### src/sv/ces_pkg.sv
`timescale 1ns / 1ps
// ces_pkg: shared types, constants and an offset helper for the contour edge splitter.
// No dependencies.
package ces_pkg;

    localparam int MARKS_DEF = 16;

    // config register indexes
    localparam logic [0:0] CFG_MARK_COUNT = 1'b0;
    localparam logic [0:0] CFG_EPS        = 1'b1;

    localparam logic ACT_LOAD  = 1'b0;
    localparam logic ACT_SPLIT = 1'b1;

    typedef struct packed {
        logic               action;
        logic        [3:0]  mark_index;
        logic signed [31:0] mark_value;
        logic signed [31:0] start_x;
        logic signed [31:0] start_y;
        logic signed [31:0] start_value;
        logic               start_level;
        logic signed [31:0] end_x;
        logic signed [31:0] end_y;
        logic signed [31:0] end_value;
        logic               end_level;
    } t_in;

    typedef struct packed {
        logic signed [31:0] vertex_x;
        logic signed [31:0] vertex_y;
        logic signed [31:0] vertex_value;
        logic               vertex_level;
        logic               is_inserted;
        logic               last_vertex;
    } t_out;

    // low endpoint moved by a truncated offset toward the high endpoint
    function automatic logic [31:0] apply_off(input logic [31:0] lo, input logic neg,
                                              input logic [32:0] off);
        logic [31:0] r;
        if (neg) begin
            r = lo - off[31:0];
        end else begin
            r = lo + off[31:0];
        end
        return r;
    endfunction

endpackage

### src/sv/ces_div.sv
`timescale 1ns / 1ps
// ces_div: restoring divider, one quotient bit per cycle, 32-bit fraction.
// Depends on nothing; used by contour_edge_splitter.
module ces_div (
    input  logic        i_clk,
    input  logic        i_rst_n,
    input  logic        i_start,
    input  logic [32:0] i_num,   // below i_den
    input  logic [32:0] i_den,
    output logic        o_done,
    output logic [31:0] o_q
);
    logic [33:0] r_rem, n_rem, w_sh;
    logic [31:0] r_q, n_q;
    logic [5:0]  r_cnt, n_cnt;
    logic        r_run, n_run, r_done, n_done;

    always_comb begin
        w_sh   = {r_rem[32:0], 1'b0};
        n_rem  = r_rem;
        n_q    = r_q;
        n_cnt  = r_cnt;
        n_run  = r_run;
        n_done = 1'b0;
        if (i_start) begin
            n_rem = {1'b0, i_num};
            n_cnt = 6'd0;
            n_run = 1'b1;
        end else if (r_run) begin
            if (w_sh >= {1'b0, i_den}) begin
                n_rem = w_sh - {1'b0, i_den};
                n_q   = {r_q[30:0], 1'b1};
            end else begin
                n_rem = w_sh;
                n_q   = {r_q[30:0], 1'b0};
            end
            n_cnt = r_cnt + 6'd1;
            if (r_cnt == 6'd31) begin
                n_run  = 1'b0;
                n_done = 1'b1;
            end
        end
    end

    always_ff @(posedge i_clk) begin
        if (!i_rst_n) begin
            r_run  <= 1'b0;
            r_done <= 1'b0;
            r_cnt  <= 6'd0;
        end else begin
            r_run  <= n_run;
            r_done <= n_done;
            r_cnt  <= n_cnt;
        end
        r_rem <= n_rem;
        r_q   <= n_q;
    end

    assign o_done = r_done;
    assign o_q    = r_q;
endmodule

### src/sv/ces_mul.sv
`timescale 1ns / 1ps
// ces_mul: registered 33x32 scaling, offset = floor(mag * p / 2^32).
// Depends on nothing; used by contour_edge_splitter.
module ces_mul (
    input  logic        i_clk,
    input  logic [32:0] i_mag,
    input  logic [31:0] i_p,
    output logic [32:0] o_off    // valid the cycle after the inputs
);
    logic [63:0] r_prod;
    logic [31:0] r_hi_add;

    // top magnitude bit contributes p itself after the shift
    always_ff @(posedge i_clk) begin
        r_prod   <= {32'd0, i_mag[31:0]} * {32'd0, i_p};
        r_hi_add <= i_mag[32] ? i_p : 32'd0;
    end

    assign o_off = {1'b0, r_prod[63:32]} + {1'b0, r_hi_add};
endmodule

### src/sv/contour_edge_splitter.sv
`timescale 1ns / 1ps
// contour_edge_splitter: splits a mesh edge at loaded contour marks.
// A load writes a table entry; a split emits the low endpoint, then for each mark inside the
// value span runs the 32-step divider and the multiplier and emits an inserted vertex, then
// the high endpoint; an edge below eps skips the scan. Items are taken only in idle, one load
// per cycle. Results are strobed and cannot be stalled.
// Sync active-low reset clears control and config (mark_count 0, eps 1); table not reset.
module contour_edge_splitter #(
    parameter int MARKS = ces_pkg::MARKS_DEF
) (
    input  logic          i_clk,
    input  logic          i_rst_n,
    input  logic          i_start,
    output logic          o_busy,
    input  ces_pkg::t_in  i_item,
    output logic          o_strobe,
    output ces_pkg::t_out o_result,
    input  logic          i_cfg_valid,
    output logic          o_cfg_ready,
    input  logic [0:0]    i_cfg_index,
    input  logic [31:0]   i_cfg_data
);
    localparam int AW = (MARKS > 1) ? $clog2(MARKS) : 1;
    localparam int CW = $clog2(MARKS + 1);

    localparam logic [2:0] S_IDLE = 3'd0;
    localparam logic [2:0] S_LO   = 3'd1;
    localparam logic [2:0] S_SCAN = 3'd2;
    localparam logic [2:0] S_DIV  = 3'd3;
    localparam logic [2:0] S_MULX = 3'd4;
    localparam logic [2:0] S_MULY = 3'd5;
    localparam logic [2:0] S_MID  = 3'd6;
    localparam logic [2:0] S_HI   = 3'd7;

    logic [2:0]  r_state, n_state;
    logic [CW-1:0] r_i, n_i, w_n;
    logic [4:0]  r_mark_count;
    logic [15:0] r_eps;

    // ordered endpoints
    logic signed [31:0] r_lx, r_ly, r_lv, r_hx, r_hy, r_hv;
    logic               r_ll, r_hl;
    logic [32:0]        r_diff;
    logic [32:0]        w_diff;
    logic signed [31:0] r_mark, r_vx;

    logic signed [31:0] r_table [MARKS];
    logic signed [31:0] w_m;

    logic          r_strobe, n_strobe;
    ces_pkg::t_out r_out, n_out;

    logic [32:0] w_dx, w_dy, w_magx, w_magy, w_mag, w_num, w_off;
    logic        w_div_start, w_div_done;
    logic [31:0] w_p;
    logic        w_swap;

    // mark count saturates at table depth
    assign w_n = ({27'd0, r_mark_count} > 32'(MARKS)) ? CW'(MARKS) : CW'(r_mark_count);
    assign w_m = r_table[r_i[AW-1:0]];

    // value span of the ordered edge, never negative
    assign w_diff = {r_hv[31], r_hv} - {r_lv[31], r_lv};

    assign w_dx   = {r_hx[31], r_hx} - {r_lx[31], r_lx};
    assign w_dy   = {r_hy[31], r_hy} - {r_ly[31], r_ly};
    assign w_magx = w_dx[32] ? -w_dx : w_dx;
    assign w_magy = w_dy[32] ? -w_dy : w_dy;
    assign w_mag  = (r_state == S_MULY) ? w_magy : w_magx;
    assign w_num  = {w_m[31], w_m} - {r_lv[31], r_lv};
    assign w_swap = i_item.start_value > i_item.end_value;

    ces_div u_div (
        .i_clk   (i_clk),
        .i_rst_n (i_rst_n),
        .i_start (w_div_start),
        .i_num   (w_num),
        .i_den   (r_diff),
        .o_done  (w_div_done),
        .o_q     (w_p)
    );

    // one multiplier, x then y
    ces_mul u_mul (
        .i_clk (i_clk),
        .i_mag (w_mag),
        .i_p   (w_p),
        .o_off (w_off)
    );

    always_comb begin
        n_state     = r_state;
        n_i         = r_i;
        n_strobe    = 1'b0;
        n_out       = r_out;
        w_div_start = 1'b0;
        unique case (r_state)
            S_IDLE: begin
                if (i_start && i_item.action == ces_pkg::ACT_SPLIT) begin
                    n_state = S_LO;
                end
            end
            S_LO: begin
                n_strobe           = 1'b1;
                n_out.vertex_x     = r_lx;
                n_out.vertex_y     = r_ly;
                n_out.vertex_value = r_lv;
                n_out.vertex_level = r_ll;
                n_out.is_inserted  = 1'b0;
                n_out.last_vertex  = 1'b0;
                n_i                = '0;
                n_state = (w_diff >= {17'd0, r_eps}) ? S_SCAN : S_HI;
            end
            S_SCAN: begin
                if (r_i >= w_n) begin
                    n_state = S_HI;
                end else if (r_lv < w_m && w_m < r_hv) begin
                    w_div_start = 1'b1;
                    n_state     = S_DIV;
                end else begin
                    n_i = r_i + CW'(1);
                end
            end
            S_DIV: begin
                if (w_div_done) begin
                    n_state = S_MULX;
                end
            end
            S_MULX: n_state = S_MULY;
            S_MULY: n_state = S_MID;
            S_MID: begin
                n_strobe           = 1'b1;
                n_out.vertex_x     = r_vx;
                n_out.vertex_y     = ces_pkg::apply_off(r_ly, w_dy[32], w_off);
                n_out.vertex_value = r_mark;
                n_out.vertex_level = 1'b0;
                n_out.is_inserted  = 1'b1;
                n_out.last_vertex  = 1'b0;
                n_i                = r_i + CW'(1);
                n_state            = S_SCAN;
            end
            S_HI: begin
                n_strobe           = 1'b1;
                n_out.vertex_x     = r_hx;
                n_out.vertex_y     = r_hy;
                n_out.vertex_value = r_hv;
                n_out.vertex_level = r_hl;
                n_out.is_inserted  = 1'b0;
                n_out.last_vertex  = 1'b1;
                n_state            = S_IDLE;
            end
            default: n_state = S_IDLE;
        endcase
    end

    always_ff @(posedge i_clk) begin
        if (!i_rst_n) begin
            r_state      <= S_IDLE;
            r_i          <= '0;
            r_strobe     <= 1'b0;
            r_mark_count <= 5'd0;
            r_eps        <= 16'd1;
        end else begin
            r_state  <= n_state;
            r_i      <= n_i;
            r_strobe <= n_strobe;
            if (i_cfg_valid) begin
                if (i_cfg_index == ces_pkg::CFG_MARK_COUNT) begin
                    r_mark_count <= i_cfg_data[4:0];
                end else begin
                    r_eps <= i_cfg_data[15:0];
                end
            end
        end
        r_out <= n_out;
        // latch ordered endpoints on accept; a load also writes its table entry
        if (r_state == S_IDLE && i_start) begin
            r_lx <= w_swap ? i_item.end_x       : i_item.start_x;
            r_ly <= w_swap ? i_item.end_y       : i_item.start_y;
            r_lv <= w_swap ? i_item.end_value   : i_item.start_value;
            r_ll <= w_swap ? i_item.end_level   : i_item.start_level;
            r_hx <= w_swap ? i_item.start_x     : i_item.end_x;
            r_hy <= w_swap ? i_item.start_y     : i_item.end_y;
            r_hv <= w_swap ? i_item.start_value : i_item.end_value;
            r_hl <= w_swap ? i_item.start_level : i_item.end_level;
            if (i_item.action == ces_pkg::ACT_LOAD && {28'd0, i_item.mark_index} < 32'(MARKS)) begin
                r_table[AW'(i_item.mark_index)] <= i_item.mark_value;
            end
        end
        if (r_state == S_LO) begin
            r_diff <= w_diff;
        end
        if (w_div_start) begin
            r_mark <= w_m;
        end
        if (r_state == S_MULY) begin
            r_vx <= ces_pkg::apply_off(r_lx, w_dx[32], w_off);
        end
    end

    assign o_busy      = (r_state != S_IDLE);
    assign o_cfg_ready = 1'b1;
    assign o_strobe    = r_strobe;
    assign o_result    = r_out;

    // checks
    a_last_only_end: assert property (@(posedge i_clk) disable iff (!i_rst_n)
        (o_strobe && o_result.last_vertex) |-> !o_result.is_inserted)
        else $error("last vertex marked as inserted");
    a_div_in_div: assert property (@(posedge i_clk) disable iff (!i_rst_n)
        w_div_done |-> (r_state == S_DIV))
        else $error("divider finished outside divide state");
    a_hi_ends_run: assert property (@(posedge i_clk) disable iff (!i_rst_n)
        (r_state == S_HI) |=> (o_strobe && o_result.last_vertex && !o_busy))
        else $error("run did not end with last vertex");
endmodule
### config.mk
export PLATFORM = sky130hd
export DESIGN_NAME = contour_edge_splitter
export DESIGN_NICKNAME = d
export VERILOG_FILES = /design/src/sv/ces_pkg.sv /design/src/sv/ces_div.sv /design/src/sv/ces_mul.sv /design/src/sv/contour_edge_splitter.sv
export SDC_FILE = /design/constraint.sdc
export NUM_CORES = 2
export LEC_CHECK = 0
export BUFFER_PORTS_ARGS = -buffer_cell sky130_fd_sc_hd__buf_2
export CAP_MARGIN = 25
export CORE_MARGIN = 8
export CORE_UTILIZATION = 52
export DETAILED_ROUTE_END_ITERATION = 7
export PLACE_DENSITY = 0.72
export REMOVE_ABC_BUFFERS = 1
export SETUP_SLACK_MARGIN = 0.3
export SKIP_CTS_REPAIR_TIMING = 1
export SYNTH_ARGS = -nofsm -noshare
export SYNTH_HDL_FRONTEND = slang
export SYNTH_SLANG_ARGS = --single-unit
export TNS_END_PERCENT = 100
### constraint.sdc
create_clock -name i_clk -period 10 [get_ports i_clk]
set_input_delay 1 -clock i_clk [delete_from_list [all_inputs] [get_ports i_clk]]
set_output_delay 1 -clock i_clk [all_outputs]
set_load 0.01 [all_outputs]
Word level (Yosys, flattened, before mapping)
Memories as Yosys holds them, arrays and structs flattened. A register that Yosys moved wholly into a read port is not among the register bits.
Index checks and enable logic that the tools add are counted.
W data, S select, Z words.
{ "word_totals": {"mem_bits_ro": 0, "n_memories": 1, "out_inout_bits": 102, "latchBits": 0, "regBits": 589, "mem_bits_rw": 512, "in_bits": 268, "wordCells": 126} }
{ "memory_table": {"columns": ["memory", "words", "width", "rd", "rd_ports_with_merged_regs", "write_ports", "line", "source"], "rows": [
  ["r_table", 16, 32, 1, 1, 1, "contour_edge_splitter.sv:47", "logic signed [31:0] r_table [MARKS];"]
]} }
{ "classes": {"n_lt_le_gt_ge": 7, "n_mux": 41, "mul": 1, "bitwise": 4, "shifts": 0, "eq_ne": 13, "n_reduce_logical": 16, "n_addsub": 14, "div": 0} }
{ "ops": {"columns": ["cell", "count"], "rows": [
  ["$pmux W99 S3", 1],
  ["$mux W32", 8],
  ["$mux W33", 6],
  ["$sub A32 B32 Y33", 4],
  ["$add A32 B32 Y32", 3],
  ["$neg A33 Y33", 2],
  ["$lt A32 B32 Y1", 2],
  ["$mul A32 B32 Y64", 1],
  ["$sub A32 B32 Y32", 2],
  ["$ge A34 B33 Y1", 1],
  ["$ge A33 B16 Y1", 1],
  ["$sub A33 B33 Y33", 1],
  ["$gt A32 B32 Y1", 1],
  ["$pmux W3 S8", 1],
  ["$mux W3", 5],
  ["$mux W5", 3],
  ["$pmux W5 S3", 1],
  ["$mux W1", 14],
  ["$eq A3 B3 Y1 const B", 4],
  ["$reduce_bool A3 Y1", 3],
  ["$mux W4", 2],
  ["$add A6 B1 Y6 const B", 1],
  ["$eq A3 B2 Y1 const B", 2],
  ["$eq A6 B5 Y1 const B", 1],
  ["other kinds (15)", 26]
]} }

Longest topological paths before layout
{ "logic_depth": {"ltp_word": 7, "depth_mapped": 46, "ltp_nobuf": 43} }

Modules after synthesis
Synthesis repeated with hierarchy kept, for this count alone.
{ "unflattened": {"cells_unflattened": 8507, "hier_area_um2": 92532.5} }
{ "by_module_without_submodules": {"columns": ["mod", "n_inst", "area_per_inst_um2", "cells_each"], "rows": [
  ["contour_edge_splitter", 1, 51841.0, 4086],
  ["ces_mul", 1, 35630.4, 3903],
  ["ces_div", 1, 5061.1, 518]
]} }

Worst setup path before layout
Ideal clock, no wire load.
{ "synth_path": {"kind": "register to register", "start": "register r_lx[0]", "end": "register u_mul.r_prod[62]", "setup_ps": 95, "path_stages_with_launch": 39, "t_required_ps": 9905, "synth_period_minus_slack_ps": 10405, "n_path_buf": 2, "arrival_ps": 10309, "path_slack_ps": -405, "cell_sequence": "edfxtp_1 > ha_1 > fa_1 > nor2b_1 > o31ai_1 > a211o_1 > nor4b_1 > a2111oi_2 > and4_1 > nor3b_2 > nand4b_1 > a211oi_1 > mux2_2 > a211oi_2 > buf_2 > nand3_1 > fa_1 > inv_1 > [3 not listed] > fa_1 > inv_1 > fa_1 > fa_1 > fa_1 > inv_1 > fa_1 > inv_1 > ha_1 > clkbuf_1 > nand4_1 > nor4b_1 > nand4_1 > o311ai_1 > nand4_1 > nand4b_1 > nand2_1 > o311ai_1"} }
{ "synth_via": {"elab_chain_cells": 5} }
{ "synth_lines": {"columns": ["item", "line", "source"], "rows": [
  ["start: declaration", "contour_edge_splitter.sv:41", "logic signed [31:0] r_lx, r_ly, r_lv, r_hx, r_hy, r_hv;"],
  ["start signal: assignment", "contour_edge_splitter.sv:178", "r_lx <= w_swap ? i_item.end_x : i_item.start_x;"],
  ["$sub A32 B32 Y33 *", "contour_edge_splitter.sv:65", "assign w_dx = {r_hx[31], r_hx} - {r_lx[31], r_lx};"],
  ["$neg A33 Y33", "contour_edge_splitter.sv:67", "assign w_magx = w_dx[32] ? -w_dx : w_dx;"],
  ["$mux W33 *", "contour_edge_splitter.sv:67", null],
  ["$mux W33 *", "contour_edge_splitter.sv:69", "assign w_mag = (r_state == S_MULY) ? w_magy : w_magx;"],
  ["$mul A32 B32 Y64 *", "ces_mul.sv:15", "r_prod <= {32'd0, i_mag[31:0]} * {32'd0, i_p};"],
  ["end signal: assignment", "ces_mul.sv:15", null],
  ["end: declaration", "ces_mul.sv:10", "logic [63:0] r_prod;"]
]} }
Every way passes the cells marked *; elsewhere a longest branch is shown, timed or not.
A chain may end at the register's enable or synchronous reset.

Worst setup path after layout
{ "layout_path": {"start": "register r_hy[0]", "end": "register u_mul.r_prod[62]"} }
{ "layout_via": {"elab_chain_cells": 5} }
{ "layout_lines": {"columns": ["item", "line", "source"], "rows": [
  ["start: declaration", "contour_edge_splitter.sv:41", null],
  ["start signal: assignment", "contour_edge_splitter.sv:183", "r_hy <= w_swap ? i_item.start_y : i_item.end_y;"],
  ["$sub A32 B32 Y33 *", "contour_edge_splitter.sv:66", "assign w_dy = {r_hy[31], r_hy} - {r_ly[31], r_ly};"],
  ["$neg A33 Y33", "contour_edge_splitter.sv:68", "assign w_magy = w_dy[32] ? -w_dy : w_dy;"],
  ["$mux W33 *", "contour_edge_splitter.sv:68", null],
  ["$mux W33 *", "contour_edge_splitter.sv:69", null],
  ["$mul A32 B32 Y64 *", "ces_mul.sv:15", null]
]} }
Marked as above.

==> qor.yml <==
floorplan:
  die_x_um: 441.2
  die-area_um2: 194700
  core_um2: 180200
  die-height_um: 441.2
  num_rows: 156
  num_io_pins: 370
  start_util_pct: 52.18
layout:
  fin_area_um2: 110600
  drive_gt1_share_pct: 22.24
  final_cell_count_no_fill: 12250
  multiInputGateArea_um2: 58100
  fill_cells: 14200
  num-nets-final: 11540
  area_growth_pct: 17.63
  register_area_um2: 31170
worst_setup_path:
  end_kind: "register"
  worstPathArrival_ns: 11.68
  worst-path-max-fanout: 3
  crit_buf_inv: 8
  cp_top_family: "adder cells"
  r2r_slack_ns: -1.04
  worstSetupPathDepth: 40
  worst_setup_path_start_kind: "register"
  critical_path.max_stage_delay_ns: 0.57
  path_class: "reg -> reg"
  cpMostUsedCell: "fa_1"
  reg2regPathDepth: 40
  critPathSlowestCell: "fa_2"
  critical_path_required_ns: 10.64
  r2r_end: "u_mul.r_prod[62]"
  timing.rr.start: "r_hy[0]"
  startpoint: "r_hy[0]"
  endpoint: "u_mul.r_prod[62]"
global_route:
  grt_pass1_wl_mm: 457.0
  overflow: 0
  grt_use_total_pct: 30.78
  grt_pass1_vias: 74870
  grt_antenna_before_repair: 28
  grt_max_degree: 163
routing:
  drtAntennaViolNets: 0
  drc: 0
  first_pass_iters: 8
  viasPerCell: 5.962
  wirelength_mm: 307.1
  drtIter0Drc: 6948
  via_count: 73020
  avgRoutedWirePerCell_um: 25.07
sta:
  setup_viol: 32
  period_needed_ns: 11.04
  fin_hold_ws_ns: 0.4643
  slew_headroom_pct: 25.10
  skew_ns: 0.1110
  tightest_slew_ns: 1.123
  fin_ws_ns: -1.042
  finalCritPeriodShare_pct: 110.4
  final.setup.tns_ns: -23.81
  max_freq_mhz: 90.57
  rsz0062_at_grt: "true"
  hold_viol: 0
  drv_slew: 0
synthesis:
  yosysWarnings: 0
  synth_edf_count: 967
  synthDistinctLibCells: 106
  synthXorXnorAreaFrac_pct: 3.149
  synth-seq-cells: 1073
  synth_ff_type: "edfxtp_1"
  netlist_area_um2: 94010
  async_flop_share_pct: 0
  syn_inst: 8781
  synth_compound_area_share_pct: 10.39
  syn_avg_cell_area_um2: 10.71
  synth_top_family_by_area: "adder cells"
  synthSimpleGateAreaFrac_pct: 12.52
  synth_fa_ha_area_share_pct: 27.31
  seq_area_frac_synth_pct: 33.14
  yosys-mux-area-fraction_pct: 6.704
cts:
  cts.path.max_buffers: 3
  cts_buffers: 112
  htree_levels: 3
  root_buffer: "clkbuf_16"
  path_clk_slew_ns: 0.06
  numClockSinks: 1073
  cts_tree: "built"
  clk_latency_ns: 0.83
placement:
  portBuffers: 352
  place_hpwl_mm: 229.7
  place_area_um2: 104900
  dp_cells: 11970
  gp_congestion: 0.9935
job:
  cap_violations: 0
run_status:
  status: "complete, but fails checks"
  violations: "negative setup slack"
worst_hold_path:
  hp-class: "in -> reg"
==> cells by family (layout without fill, tap and decap cells) <==
| family | after synthesis | in the layout |
|---|---|---|
| and+or+nand+nor | 2342 | 2342 |
| buffers and inverters | 1687 | 2760 |
| adders and majority gates | 1510 | 1510 |
| AOI/OAI and AO/OA | 1430 | 1430 |
| DFF | 1073 | 1073 |
| muxes | 404 | 404 |
| xor gates and xnor gates | 334 | 334 |
| other | 1 | 25 |
==> state kept, by name, indices dropped and copies added, names as in the netlist, 3 cells and up, named ones only <==
| name | flops |
|---|---|
| r_lv | 32 |
| r_hv | 32 |
| r_vx | 32 |
| r_lx | 32 |
| u_div.r_rem | 33 |
| r_eps | 16 |
| r_state | 3 |
| r_diff | 33 |
| o_result | 99 |
| u_div.o_q | 32 |
| r_ly | 32 |
| u_div.r_cnt | 6 |
| r_table | 512 |
| r_i | 5 |
| r_hy | 32 |
| u_mul.r_prod | 32 |
| u_mul.r_hi_add | 32 |
| r_mark_count | 5 |
| r_mark | 32 |
| r_hx | 32 |
==> cells in the final DEF, fill, tap and decap left out, types with 118 or more instances in the layout <==
master,count
o21ai_0,192
fa_1,871
and2_1,407
nand2_1,762
mux2_2,202
clkbuf_16,118
edfxtp_1,967
ha_1,580
a21o_1,182
mux4_2,160
buf_4,864
inv_1,1222
a21oi_1,306
xnor2_1,203
nand3_1,184
nor2_1,261
buf_2,352
nor3_1,149
==> layout make-up <==
class / count / share of cell area, %
diodes: 24 / 0.05431
clock buffers: 135 / 2.652
clock inverters: 69 / 0.6562
inverters: 1245 / 4.238
multi-input cells: 6021 / 52.53
flip-flops and latches: 1073 / 28.19
well taps: 2370 / 2.681
repair buffers: 1311 / 8.999
==> metrics by stage <==
step	util [%]	setup slack (ns)
after floorplan	-	-2.676
after global placement	58.23	-1.244
after detailed placement	58.24	-1.430
after CTS	60.28	-1.498
after global routing	61.37	-1.380
final	61.38	-1.042
==> synthesized netlist by cell type (all sizes together) (109+ instances only) <==
library cell  count  area share [%]
nand3           188             1.0
and2            414             2.8
a21oi           339             1.8
mux4            160             3.8
a21o            182             1.5
edfxtp          967              31
inv            1244             5.0
ha              607             8.1
and3            109            0.73
xnor2           215             2.0
o21ai           243             1.3
clkbuf          371             1.5
mux2            202             2.4
nand2           775             3.1
nor3            157            0.85
fa              903              19
nor2            283             1.1
xor2            117             1.1
==> how the worst min path moves through the flow <==
stage | startpoint | cells after the start | slack [ns] | to
after floorplan | u_div.r_cnt[5] | 1 | 0.44 | u_div.o_done
after global placement | r_eps[8] | 2 | 0.46 | r_eps[8]
after detailed placement | r_eps[5] | 2 | 0.46 | r_eps[5]
after CTS | i_cfg_data[15] | 3 | 0.42 | r_eps[15]
after global routing | i_cfg_data[15] | 3 | 0.45 | r_eps[15]
final | i_cfg_data[15] | 3 | 0.46 | r_eps[15]
==> routing by layer <==
| layer | part of all wire (%) | vias up | track usage [%] |
|---|---|---|---|
| met3 | 8.3 | 789 | 5.223 |
| li1 | - | 32240 | - |
| met2 | 47 | 3566 | 51.20 |
| met5 | 0.016 | - | 0 |
| met1 | 39 | 36420 | 39.61 |
| met4 | 5.7 | 8 | 14.00 |
==> worst reg2reg max path: cells and delay by family, from the launching register on <==
kind,cells,cell delay (ns)
compound gates,6,1.25
fa+ha+maj,11,4.88
buf+inv,8,1.09
flops,1,0.39
simple gates,15,3.33
Power is left out: the tool's default activity adds up to more than one toggle a clock period on the data nets, which glitch-free logic cannot reach.
